`config.mk`:
```
export PLATFORM = sky130hd
export DESIGN_NAME = quic_header_parser_unit
export DESIGN_NICKNAME = d
export VERILOG_FILES = /design/src/hw/rtl/qhp_pkg.sv /design/src/hw/rtl/qhp_parse.sv /design/src/hw/rtl/qhp_rsp_queue.sv /design/src/hw/rtl/quic_header_parser_unit.sv
export SDC_FILE = /design/constraint.sdc
export NUM_CORES = 1
export LEC_CHECK = 0
export ABC_CLOCK_PERIOD_IN_PS = 6300
export BUFFER_PORTS_ARGS = -buffer_cell sky130_fd_sc_hd__buf_2
export CAP_MARGIN = 20
export CORE_UTILIZATION = 54
export DETAILED_ROUTE_END_ITERATION = 10
export GPL_TIMING_DRIVEN = 0
export PLACE_DENSITY = 0.71
export SYNTH_ARGS = -nofsm -noshare
export SYNTH_HDL_FRONTEND = slang
export SYNTH_SLANG_ARGS = --single-unit
```
`constraint.sdc`:
```
create_clock -name clock -period 6.3 [get_ports clock]
set_input_delay 1.26 -clock clock [delete_from_list [all_inputs] [get_ports clock]]
set_output_delay 1.26 -clock clock [all_outputs]
set_load 0.01 [all_outputs]
```
`src/hw/rtl/qhp_pkg.sv`:
```
`timescale 1ns / 1ps
// Shared types and constants for the QUIC header parser.
// Used by qhp_parse, qhp_rsp_queue and quic_header_parser_unit; no dependencies.
package qhp_pkg;

   // Default limit on connection ID length
   localparam int unsigned MAX_CID_LEN_DEF = 20;

   // Result queue depth and derived widths
   localparam int unsigned QUEUE_DEPTH = 4;
   localparam int unsigned QPTR_W      = $clog2(QUEUE_DEPTH);
   localparam int unsigned QCNT_W      = $clog2(QUEUE_DEPTH + 1);

   localparam logic [7:0] FORM_LONG_MASK = 8'h80;
   localparam logic [5:0] COUNT_SAT      = 6'h3F;
   localparam logic [5:0] LONG_FIXED_LEN = 6'd5;

   typedef enum logic [1:0] {
      KIND_DEST_ID = 2'd0,
      KIND_SRC_ID  = 2'd1,
      KIND_DONE    = 2'd2,
      KIND_ERROR   = 2'd3
   } kind_type;

   typedef enum logic [2:0] {
      PH_FIRST   = 3'd0,
      PH_VERSION = 3'd1,
      PH_DLEN    = 3'd2,
      PH_DID     = 3'd3,
      PH_SLEN    = 3'd4,
      PH_SID     = 3'd5,
      PH_SKIP    = 3'd6
   } phase_type;

   typedef struct packed {
      kind_type    kind;
      logic [7:0]  id_byte;
      logic        form;
      logic [1:0]  pkt_type;
      logic [31:0] version;
      logic [4:0]  dest_id_len;
      logic [4:0]  src_id_len;
      logic [5:0]  header_len;
      logic        run_last;
   } result_type;

   // Up to two results produced by one byte, in order
   typedef struct packed {
      logic [1:0] count;
      result_type first;
      result_type second;
   } batch_type;

endpackage

```
`src/hw/rtl/qhp_parse.sv`:
```
`timescale 1ns / 1ps
// Input register, header state and per-byte parse logic of the QUIC header parser.
// Uses qhp_pkg; feeds qhp_rsp_queue with up to two results per byte.
module qhp_parse #(
   parameter int unsigned MAX_CID_LEN = qhp_pkg::MAX_CID_LEN_DEF
) (
   input  logic                clock,
   input  logic                reset,
   input  logic                req_tvalid,
   output logic                req_tready,
   input  logic [7:0]          req_tdata,
   input  logic                req_tlast,
   input  logic                csr_valid,
   input  logic [4:0]          csr_data,
   input  logic                room,
   output qhp_pkg::batch_type  batch
);

   // Input register
   logic       in_valid_ff, in_valid_in;
   logic [7:0] in_byte_ff;
   logic       in_eod_ff;

   // Header state
   qhp_pkg::phase_type phase_ff, phase_in;
   logic [5:0]  byte_count_ff, byte_count_in;
   logic [31:0] version_ff, version_in;
   logic [1:0]  type_ff, type_in;
   logic        form_ff, form_in;
   logic [4:0]  dest_len_ff, dest_len_in;
   logic [4:0]  src_len_ff, src_len_in;
   logic [4:0]  id_rem_ff, id_rem_in;
   logic [4:0]  local_cid_len_ff;

   logic       fire;
   logic       id_emit;
   logic       id_src;
   logic       done_hit;
   logic       len_err;
   logic       trunc_err;
   logic       finished;
   logic [5:0] count_inc;
   qhp_pkg::result_type id_res;
   qhp_pkg::result_type tail_res;

   assign fire       = in_valid_ff && room;
   assign req_tready = !in_valid_ff || room;
   assign count_inc  = (byte_count_ff == qhp_pkg::COUNT_SAT) ? byte_count_ff
                                                             : byte_count_ff + 6'd1;

   // Hold the byte until the queue has room for its results
   always_comb begin
      in_valid_in = in_valid_ff;
      if (req_tvalid && req_tready) begin
         in_valid_in = 1'b1;
      end else if (fire) begin
         in_valid_in = 1'b0;
      end
   end

   always_ff @(posedge clock) begin
      if (reset) begin
         in_valid_ff <= 1'b0;
      end else begin
         in_valid_ff <= in_valid_in;
      end
      if (req_tvalid && req_tready) begin
         in_byte_ff <= req_tdata;
         in_eod_ff  <= req_tlast;
      end
   end

   // Next state of the header parse
   always_comb begin
      phase_in      = phase_ff;
      byte_count_in = byte_count_ff;
      version_in    = version_ff;
      type_in       = type_ff;
      form_in       = form_ff;
      dest_len_in   = dest_len_ff;
      src_len_in    = src_len_ff;
      id_rem_in     = id_rem_ff;
      id_emit       = 1'b0;
      id_src        = 1'b0;
      done_hit      = 1'b0;
      len_err       = 1'b0;
      trunc_err     = 1'b0;
      finished      = 1'b0;
      case (phase_ff)
         qhp_pkg::PH_FIRST: begin
            byte_count_in = 6'd1;
            version_in    = '0;
            type_in       = '0;
            src_len_in    = '0;
            dest_len_in   = '0;
            id_rem_in     = '0;
            if ((in_byte_ff & qhp_pkg::FORM_LONG_MASK) != 8'h00) begin
               form_in  = 1'b1;
               type_in  = in_byte_ff[5:4];
               phase_in = qhp_pkg::PH_VERSION;
            end else begin
               form_in = 1'b0;
               if (local_cid_len_ff > 5'(MAX_CID_LEN)) begin
                  len_err  = 1'b1;
                  finished = 1'b1;
               end else begin
                  dest_len_in = local_cid_len_ff;
                  if (local_cid_len_ff == 5'd0) begin
                     done_hit = 1'b1;
                     finished = 1'b1;
                  end else begin
                     id_rem_in = local_cid_len_ff;
                     phase_in  = qhp_pkg::PH_DID;
                  end
               end
            end
         end
         qhp_pkg::PH_VERSION: begin
            byte_count_in = count_inc;
            version_in    = {version_ff[23:0], in_byte_ff};
            if (count_inc >= qhp_pkg::LONG_FIXED_LEN) begin
               phase_in = qhp_pkg::PH_DLEN;
            end
         end
         qhp_pkg::PH_DLEN: begin
            byte_count_in = count_inc;
            if (in_byte_ff > 8'(MAX_CID_LEN)) begin
               len_err  = 1'b1;
               finished = 1'b1;
            end else begin
               dest_len_in = in_byte_ff[4:0];
               if (in_byte_ff == 8'd0) begin
                  phase_in = qhp_pkg::PH_SLEN;
               end else begin
                  id_rem_in = in_byte_ff[4:0];
                  phase_in  = qhp_pkg::PH_DID;
               end
            end
         end
         qhp_pkg::PH_DID: begin
            byte_count_in = count_inc;
            id_emit       = 1'b1;
            id_rem_in     = id_rem_ff - 5'd1;
            if (id_rem_in == 5'd0) begin
               if (form_ff) begin
                  phase_in = qhp_pkg::PH_SLEN;
               end else begin
                  done_hit = 1'b1;
                  finished = 1'b1;
               end
            end
         end
         qhp_pkg::PH_SLEN: begin
            byte_count_in = count_inc;
            if (in_byte_ff > 8'(MAX_CID_LEN)) begin
               len_err  = 1'b1;
               finished = 1'b1;
            end else begin
               src_len_in = in_byte_ff[4:0];
               if (in_byte_ff == 8'd0) begin
                  done_hit = 1'b1;
                  finished = 1'b1;
               end else begin
                  id_rem_in = in_byte_ff[4:0];
                  phase_in  = qhp_pkg::PH_SID;
               end
            end
         end
         qhp_pkg::PH_SID: begin
            byte_count_in = count_inc;
            id_emit       = 1'b1;
            id_src        = 1'b1;
            id_rem_in     = id_rem_ff - 5'd1;
            if (id_rem_in == 5'd0) begin
               done_hit = 1'b1;
               finished = 1'b1;
            end
         end
         default: begin
         end
      endcase
      if (finished) begin
         phase_in = qhp_pkg::PH_SKIP;
      end
      // End of datagram: flag an incomplete header, restart on the next byte
      if (in_eod_ff) begin
         if (phase_in != qhp_pkg::PH_SKIP) begin
            trunc_err = 1'b1;
         end
         phase_in = qhp_pkg::PH_FIRST;
      end
   end

   // Build the results of this byte from the updated state
   always_comb begin
      id_res          = '0;
      id_res.kind     = id_src ? qhp_pkg::KIND_SRC_ID : qhp_pkg::KIND_DEST_ID;
      id_res.id_byte  = in_byte_ff;

      tail_res = '0;
      if (done_hit) begin
         tail_res.kind        = qhp_pkg::KIND_DONE;
         tail_res.form        = form_in;
         tail_res.pkt_type    = type_in;
         tail_res.version     = version_in;
         tail_res.dest_id_len = dest_len_in;
         tail_res.src_id_len  = src_len_in;
         tail_res.header_len  = byte_count_in;
      end else begin
         tail_res.kind = qhp_pkg::KIND_ERROR;
      end
      tail_res.run_last = 1'b1;

      batch = '0;
      if (fire) begin
         if (id_emit) begin
            batch.first = id_res;
            if (done_hit || len_err || trunc_err) begin
               batch.second = tail_res;
               batch.count  = 2'd2;
            end else begin
               batch.first.run_last = 1'b1;
               batch.count          = 2'd1;
            end
         end else if (done_hit || len_err || trunc_err) begin
            batch.first = tail_res;
            batch.count = 2'd1;
         end
      end
   end

   // Advance header state on each processed byte
   always_ff @(posedge clock) begin
      if (reset) begin
         phase_ff      <= qhp_pkg::PH_FIRST;
         byte_count_ff <= '0;
         version_ff    <= '0;
         type_ff       <= '0;
         form_ff       <= 1'b0;
         dest_len_ff   <= '0;
         src_len_ff    <= '0;
         id_rem_ff     <= '0;
      end else if (fire) begin
         phase_ff      <= phase_in;
         byte_count_ff <= byte_count_in;
         version_ff    <= version_in;
         type_ff       <= type_in;
         form_ff       <= form_in;
         dest_len_ff   <= dest_len_in;
         src_len_ff    <= src_len_in;
         id_rem_ff     <= id_rem_in;
      end
   end

   // Configuration register
   always_ff @(posedge clock) begin
      if (reset) begin
         local_cid_len_ff <= '0;
      end else if (csr_valid) begin
         local_cid_len_ff <= csr_data;
      end
   end

   a_pair_order: assert property (@(posedge clock) disable iff (reset)
      batch.count == 2'd2 |-> batch.second.run_last && !batch.first.run_last)
      else $error("two-result item has run_last on the wrong result");

   a_eod_restart: assert property (@(posedge clock) disable iff (reset)
      fire && in_eod_ff |=> phase_ff == qhp_pkg::PH_FIRST)
      else $error("end of datagram did not restart the parse");

   a_err_skip: assert property (@(posedge clock) disable iff (reset)
      fire && len_err && !in_eod_ff |=> phase_ff == qhp_pkg::PH_SKIP)
      else $error("length error did not drop the rest of the datagram");

endmodule

```
`src/hw/rtl/qhp_rsp_queue.sv`:
```
`timescale 1ns / 1ps
// Result queue of the QUIC header parser: takes up to two results per cycle, gives one.
// Uses qhp_pkg; fed by qhp_parse.
module qhp_rsp_queue (
   input  logic                clock,
   input  logic                reset,
   input  qhp_pkg::batch_type  batch,
   output logic                room,
   output logic                rsp_tvalid,
   input  logic                rsp_tready,
   output qhp_pkg::result_type rsp_item
);

   localparam int unsigned DEPTH = qhp_pkg::QUEUE_DEPTH;
   localparam int unsigned PW    = qhp_pkg::QPTR_W;
   localparam int unsigned CW    = qhp_pkg::QCNT_W;

   qhp_pkg::result_type mem_ff [DEPTH];
   logic [PW-1:0] wr_ptr_ff, wr_ptr_in;
   logic [PW-1:0] rd_ptr_ff, rd_ptr_in;
   logic [CW-1:0] count_ff, count_in;
   logic          pop;

   assign pop        = rsp_tvalid && rsp_tready;
   assign rsp_tvalid = count_ff != '0;
   assign rsp_item   = mem_ff[rd_ptr_ff];
   assign room       = count_ff <= CW'(DEPTH - 2);

   // Advance pointers and fill level
   always_comb begin
      wr_ptr_in = wr_ptr_ff + PW'(batch.count);
      rd_ptr_in = rd_ptr_ff + PW'(pop);
      count_in  = count_ff + CW'(batch.count) - CW'(pop);
   end

   always_ff @(posedge clock) begin
      if (reset) begin
         wr_ptr_ff <= '0;
         rd_ptr_ff <= '0;
         count_ff  <= '0;
      end else begin
         wr_ptr_ff <= wr_ptr_in;
         rd_ptr_ff <= rd_ptr_in;
         count_ff  <= count_in;
      end
   end

   // Store new results in arrival order
   always_ff @(posedge clock) begin
      if (batch.count != 2'd0) begin
         mem_ff[wr_ptr_ff] <= batch.first;
      end
      if (batch.count == 2'd2) begin
         mem_ff[wr_ptr_ff + PW'(1)] <= batch.second;
      end
   end

   a_no_overflow: assert property (@(posedge clock) disable iff (reset)
      count_ff <= CW'(DEPTH))
      else $error("result queue overflow");

   a_push_room: assert property (@(posedge clock) disable iff (reset)
      batch.count != 2'd0 |-> $past(count_ff) <= CW'(DEPTH) && room)
      else $error("results pushed without room");

   a_pop_drains: assert property (@(posedge clock) disable iff (reset)
      pop && batch.count == 2'd0 |=> count_ff == $past(count_ff) - CW'(1))
      else $error("pop did not drain the queue");

endmodule

```
`src/hw/rtl/quic_header_parser_unit.sv`:
```
`timescale 1ns / 1ps
// QUIC packet header parser: takes one datagram byte per cycle and reports the
// connection ID bytes, then a completion or error item for the header.
// Takes one byte per cycle. A byte is registered in the input register, parsed
// from there, and its results are written into a four-entry result queue that
// offers them in arrival order.
// A byte that gives two results (the last ID byte together with the completion
// or an error) is drained one result at a time on the result side;
// the input stalls only while the queue holds more than two results, so
// with rsp_tready held high the rate stays at one byte per cycle.
// Short headers use the destination ID length set through the csr port,
// sampled at the first byte of each datagram; write it only while idle.
module quic_header_parser_unit #(
   parameter int unsigned MAX_CID_LEN = qhp_pkg::MAX_CID_LEN_DEF
) (
   input  logic        clock,
   input  logic        reset,
   // Datagram bytes
   input  logic        req_tvalid,
   output logic        req_tready,
   input  logic [7:0]  req_tdata,   // [7:0] data_byte
   input  logic        req_tlast,   // end_of_datagram
   // Results
   output logic        rsp_tvalid,
   input  logic        rsp_tready,
   output logic [63:0] rsp_tdata,   // [7:0] id_byte, [8] form, [10:9] pkt_type,
                                    // [42:11] version, [47:43] dest_id_len,
                                    // [52:48] src_id_len, [58:53] header_len
   output logic [1:0]  rsp_tuser,   // [1:0] kind
   output logic        rsp_tlast,   // run_last
   // Short header destination ID length
   input  logic        csr_valid,
   output logic        csr_ready,
   input  logic [4:0]  csr_data
);

   qhp_pkg::batch_type  batch;
   qhp_pkg::result_type rsp_item;
   logic                room;

   assign csr_ready = 1'b1;

   qhp_parse #(
      .MAX_CID_LEN (MAX_CID_LEN)
   ) u_parse (
      .clock      (clock),
      .reset      (reset),
      .req_tvalid (req_tvalid),
      .req_tready (req_tready),
      .req_tdata  (req_tdata),
      .req_tlast  (req_tlast),
      .csr_valid  (csr_valid),
      .csr_data   (csr_data),
      .room       (room),
      .batch      (batch)
   );

   qhp_rsp_queue u_queue (
      .clock      (clock),
      .reset      (reset),
      .batch      (batch),
      .room       (room),
      .rsp_tvalid (rsp_tvalid),
      .rsp_tready (rsp_tready),
      .rsp_item   (rsp_item)
   );

   // Pack the result item onto the stream
   assign rsp_tdata = {5'b0, rsp_item.header_len, rsp_item.src_id_len,
                       rsp_item.dest_id_len, rsp_item.version, rsp_item.pkt_type,
                       rsp_item.form, rsp_item.id_byte};
   assign rsp_tuser = rsp_item.kind;
   assign rsp_tlast = rsp_item.run_last;

endmodule
```
==> reports/results.ini <==
[outcome]
outcome=complete, but fails checks
failed_checks=DRC

[global_route]
grt_remaining_overflow=0
grt_max_degree=55
antenna_found_initial=0
track_usage_pct=26.3
number_of_global_route_vias_before_repair=10154
wire_length_of_the_first_global_routing_pass_um=56300

[clocking]
cts_resized=0
clk_latency_ns=0.52
cts.sink_count=329
cts_max_path_buffers=3
cts_clock_pin_slew_for_the_worst_setup_and_hold_paths_ns=0.06
post_cts_setup_buffers=0
h-tree-depth=2
cts_tree=yes
cts_made_buffers=35
hold_buf_count_cts=0
clockRootBuffer=sky130_fd_sc_hd__clkbuf_16

[worst_setup_path]
worst_setup_path_start_kind=flip-flop
worstPathMaxFanout=33
critical_setup_path_kind=reg -> reg
worst_ep_arrival_time_ns=5.59
crit_required_ns=6.50
element_type_at_the_critical_path_end=flip-flop

[die]
top_level_ports=89
die_width_um=166
std_cell_rows=59
die-area_mm2=0.0277
core_area_mm2=0.0263
fp.dieH_um=166
initial_core_util_pct=55.5

[logic_synthesis]
synth_sequential_area_ratio_pct=60.6
yosysMostFrequentCell=sky130_fd_sc_hd__nor2_1
post_synth_most_frequent_cells=sky130_fd_sc_hd__nor2_1, sky130_fd_sc_hd__edfxtp_1, sky130_fd_sc_hd__dfxtp_1, sky130_fd_sc_hd__nand2_1, sky130_fd_sc_hd__clkbuf_1
synth_top_cell_area_share_pct=46.3
synthCells=1219
netlist-cell-type-count=67
ys_dominant_reg_cell=sky130_fd_sc_hd__edfxtp_1
yosys_warnings=0
ys_ff_latch=329
yosysTopAreaCell=sky130_fd_sc_hd__edfxtp_1
number_of_flops_mapped_to_enable_cells_by_yosys=225
avgSynthCellArea_um2=12.0
synth-async-reset-ratio_pct=0
synthesis.area_mm2=0.0146
ys_top_cells_by_area=sky130_fd_sc_hd__edfxtp_1, sky130_fd_sc_hd__dfxtp_1, sky130_fd_sc_hd__mux4_2

[power_and_ir_drop]
combinationalPowerShare_pct=21.9
power.density_mw_per_mm2=344
internal_power_w=0.00408
power.switching_w=0.00162
share_seq_of_total_power_pct=44.0
power.share.switching_pct=28.4
static-leakage-power_nw=5.41
ir_worst_vdd_uv=284
clkPwrFrac_pct=34.1
power_after_layout_w=0.00570

[flow_run]
timing.max_cap.violations=0

[detailed_routing]
drt_iter0_markers=1270
detail_route.first_pass.iterations=11
dr_total_vias=10318
detail-route-antenna-nets=0
drcViolationCount=5
via_per_inst=6.05
wire_length_after_detailed_routing_um=36000
avgRoutedWirePerCell_um=21.1

[timing]
rsz0062_at_grt=no
maxSlewHeadroom_pct=29.1
setup_viol=0
min_period_over_period_pct=85.6
worst_hold_slack_ns=0.454
final.setup.tns_ns=0
worst-slew-pin-transition_ns=1.06
clock_skew_ns=0.0210
max_freq_mhz=185
finalWorstPathRequiredPeriod_ns=5.39
final-max-slew-violation-count=0
timing.final.hold_violations=0

[cells_and_area]
syn_to_final_growth_pct=13.6
nNetsFinal=1372
fill_cells=2080
layout-drive-gt1-share_pct=17.1
insertedDiodeCount=0
final_cells=1705

[placement]
globalplace.congestion=0.918
placed_cells_incl_taps=1641
port_buffers=80
hpwl_um=23500

[hold_path]
hold_path.class=reg -> reg

## power groups by stage
| stage | sequential [W] | clock (W) | combinational [W] |
|---|---|---|---|
| floorplan | 0.00252 | 0 | 0.000865 |
| global placement | 0.00255 | 0 | 0.00123 |
| detailed placement | 0.00255 | 0 | 0.00125 |
| CTS | 0.00250 | 0.00196 | 0.00126 |
| global route | 0.00252 | 0.00205 | 0.00135 |
| finish | 0.00250 | 0.00194 | 0.00125 |
## state kept, by name, summed over array words and instances, names as in the netlist
register,count
u_parse.byte_count_ff,6
u_parse.dest_len_ff,5
u_parse.form_ff,1
u_parse.id_rem_ff,5
u_parse.in_byte_ff,8
u_parse.in_eod_ff,1
u_parse.in_valid_ff,1
u_parse.local_cid_len_ff,5
u_parse.phase_ff,3
u_parse.src_len_ff,5
u_parse.type_ff,2
u_parse.version_ff,32
u_queue.count_ff,3
u_queue.mem_ff,248
u_queue.rd_ptr_ff,2
u_queue.wr_ptr_ff,2
## cells in the final DEF, fill, tap and decap left out, types with 7 or more instances in the layout
cell type / instances
sky130_fd_sc_hd__a211oi_1: 42
sky130_fd_sc_hd__a21oi_1: 39
sky130_fd_sc_hd__a22oi_1: 40
sky130_fd_sc_hd__and2_1: 9
sky130_fd_sc_hd__buf_1: 10
sky130_fd_sc_hd__buf_2: 87
sky130_fd_sc_hd__buf_4: 8
sky130_fd_sc_hd__buf_6: 11
sky130_fd_sc_hd__clkbuf_1: 73
sky130_fd_sc_hd__clkbuf_16: 36
sky130_fd_sc_hd__clkinv_1: 9
sky130_fd_sc_hd__dfxtp_1: 104
sky130_fd_sc_hd__edfxtp_1: 225
sky130_fd_sc_hd__ha_1: 8
sky130_fd_sc_hd__inv_1: 11
sky130_fd_sc_hd__mux4_2: 62
sky130_fd_sc_hd__nand2_1: 65
sky130_fd_sc_hd__nand2b_1: 11
sky130_fd_sc_hd__nand3_1: 30
sky130_fd_sc_hd__nor2_1: 301
sky130_fd_sc_hd__nor2b_1: 7
sky130_fd_sc_hd__nor3_1: 12
sky130_fd_sc_hd__o21ai_0: 27
sky130_fd_sc_hd__o2bb2ai_1: 17
sky130_fd_sc_hd__or3_1: 8
## path summary, 6_finish.rpt
path	from	to	slack, ns	depth (start not counted)
hold reg to reg	u_queue.mem_ff[1][58]$_SDFFE_PP0P_	u_queue.mem_ff[1][58]$_SDFFE_PP0P_	0.45	2
setup reg to reg	u_parse.in_byte_ff[6]$_DFFE_PP_	u_queue.mem_ff[0][22]$_DFFE_PP_	0.91	15
setup / recovery	u_parse.in_byte_ff[6]$_DFFE_PP_	u_queue.mem_ff[0][22]$_DFFE_PP_	0.91	15
hold / removal	u_queue.mem_ff[1][58]$_SDFFE_PP0P_	u_queue.mem_ff[1][58]$_SDFFE_PP0P_	0.45	2
## cell families (layout without fill, tap and decap cells)
| group | after synthesis | count (layout) | share of synthesized area, % |
|---|---|---|---|
| fa+ha+maj | 9 | 9 | 0.824 |
| simple gates | 469 | 469 | 13.7 |
| buf+inv | 114 | 261 | 3.74 |
| compound gates | 219 | 219 | 10.5 |
| other cells | 2 | 6 | 0.0515 |
| flops | 329 | 329 | 60.6 |
| xor+xnor | 8 | 8 | 0.480 |
| mux | 69 | 69 | 10.1 |
## through the flow
stage	util [%]	instance area (um2)	setup WS, ns
final	63.1	16600	0.908
after global routing	63.1	16600	0.651
after floorplan	-	14600	1.70
after detailed placement	58.9	15500	1.10
after CTS	63.0	16600	1.06
after global placement	58.7	15400	-0.0146
## layout make-up
class                   instances  area [um2]  share of cell area [%]
inverters                      14        52.6                   0.317
repair buffers                 84         453                    2.73
multi-input cells             780        5240                    31.6
plain buffers                 100         493                    2.97
clock buffers                  47         972                    5.87
flip-flops and latches        329        8840                    53.3
clock inverters                16         109                   0.657
well taps                     335         419                    2.53
## metal layers
layer  vias up  track usage, %  share of wire (%)
met4         0            9.42                3.0
met1      5051            36.7                 43
met3        76            3.98                7.0
met2       445            42.3                 47
met5         -               0                  0
li1       4746               -                  -
## worst max-delay path, stage by stage, from the launching register on
cell                        delay [ns]
sky130_fd_sc_hd__edfxtp_1         0.58
sky130_fd_sc_hd__nor3_1           0.52
sky130_fd_sc_hd__nand3_1          0.36
sky130_fd_sc_hd__a2bb2oi_1        0.33
sky130_fd_sc_hd__and3_1           0.27
sky130_fd_sc_hd__nand2_1          0.10
sky130_fd_sc_hd__ha_1             0.42
sky130_fd_sc_hd__nor2b_1          0.15
sky130_fd_sc_hd__clkbuf_1         0.29
sky130_fd_sc_hd__inv_1            0.08
sky130_fd_sc_hd__or3_1            0.35
sky130_fd_sc_hd__clkbuf_1         0.23
sky130_fd_sc_hd__and2_0           0.22
sky130_fd_sc_hd__clkbuf_1         0.26
sky130_fd_sc_hd__inv_2            0.55
sky130_fd_sc_hd__buf_12           0.30
Power figures use the tool's default switching activity.
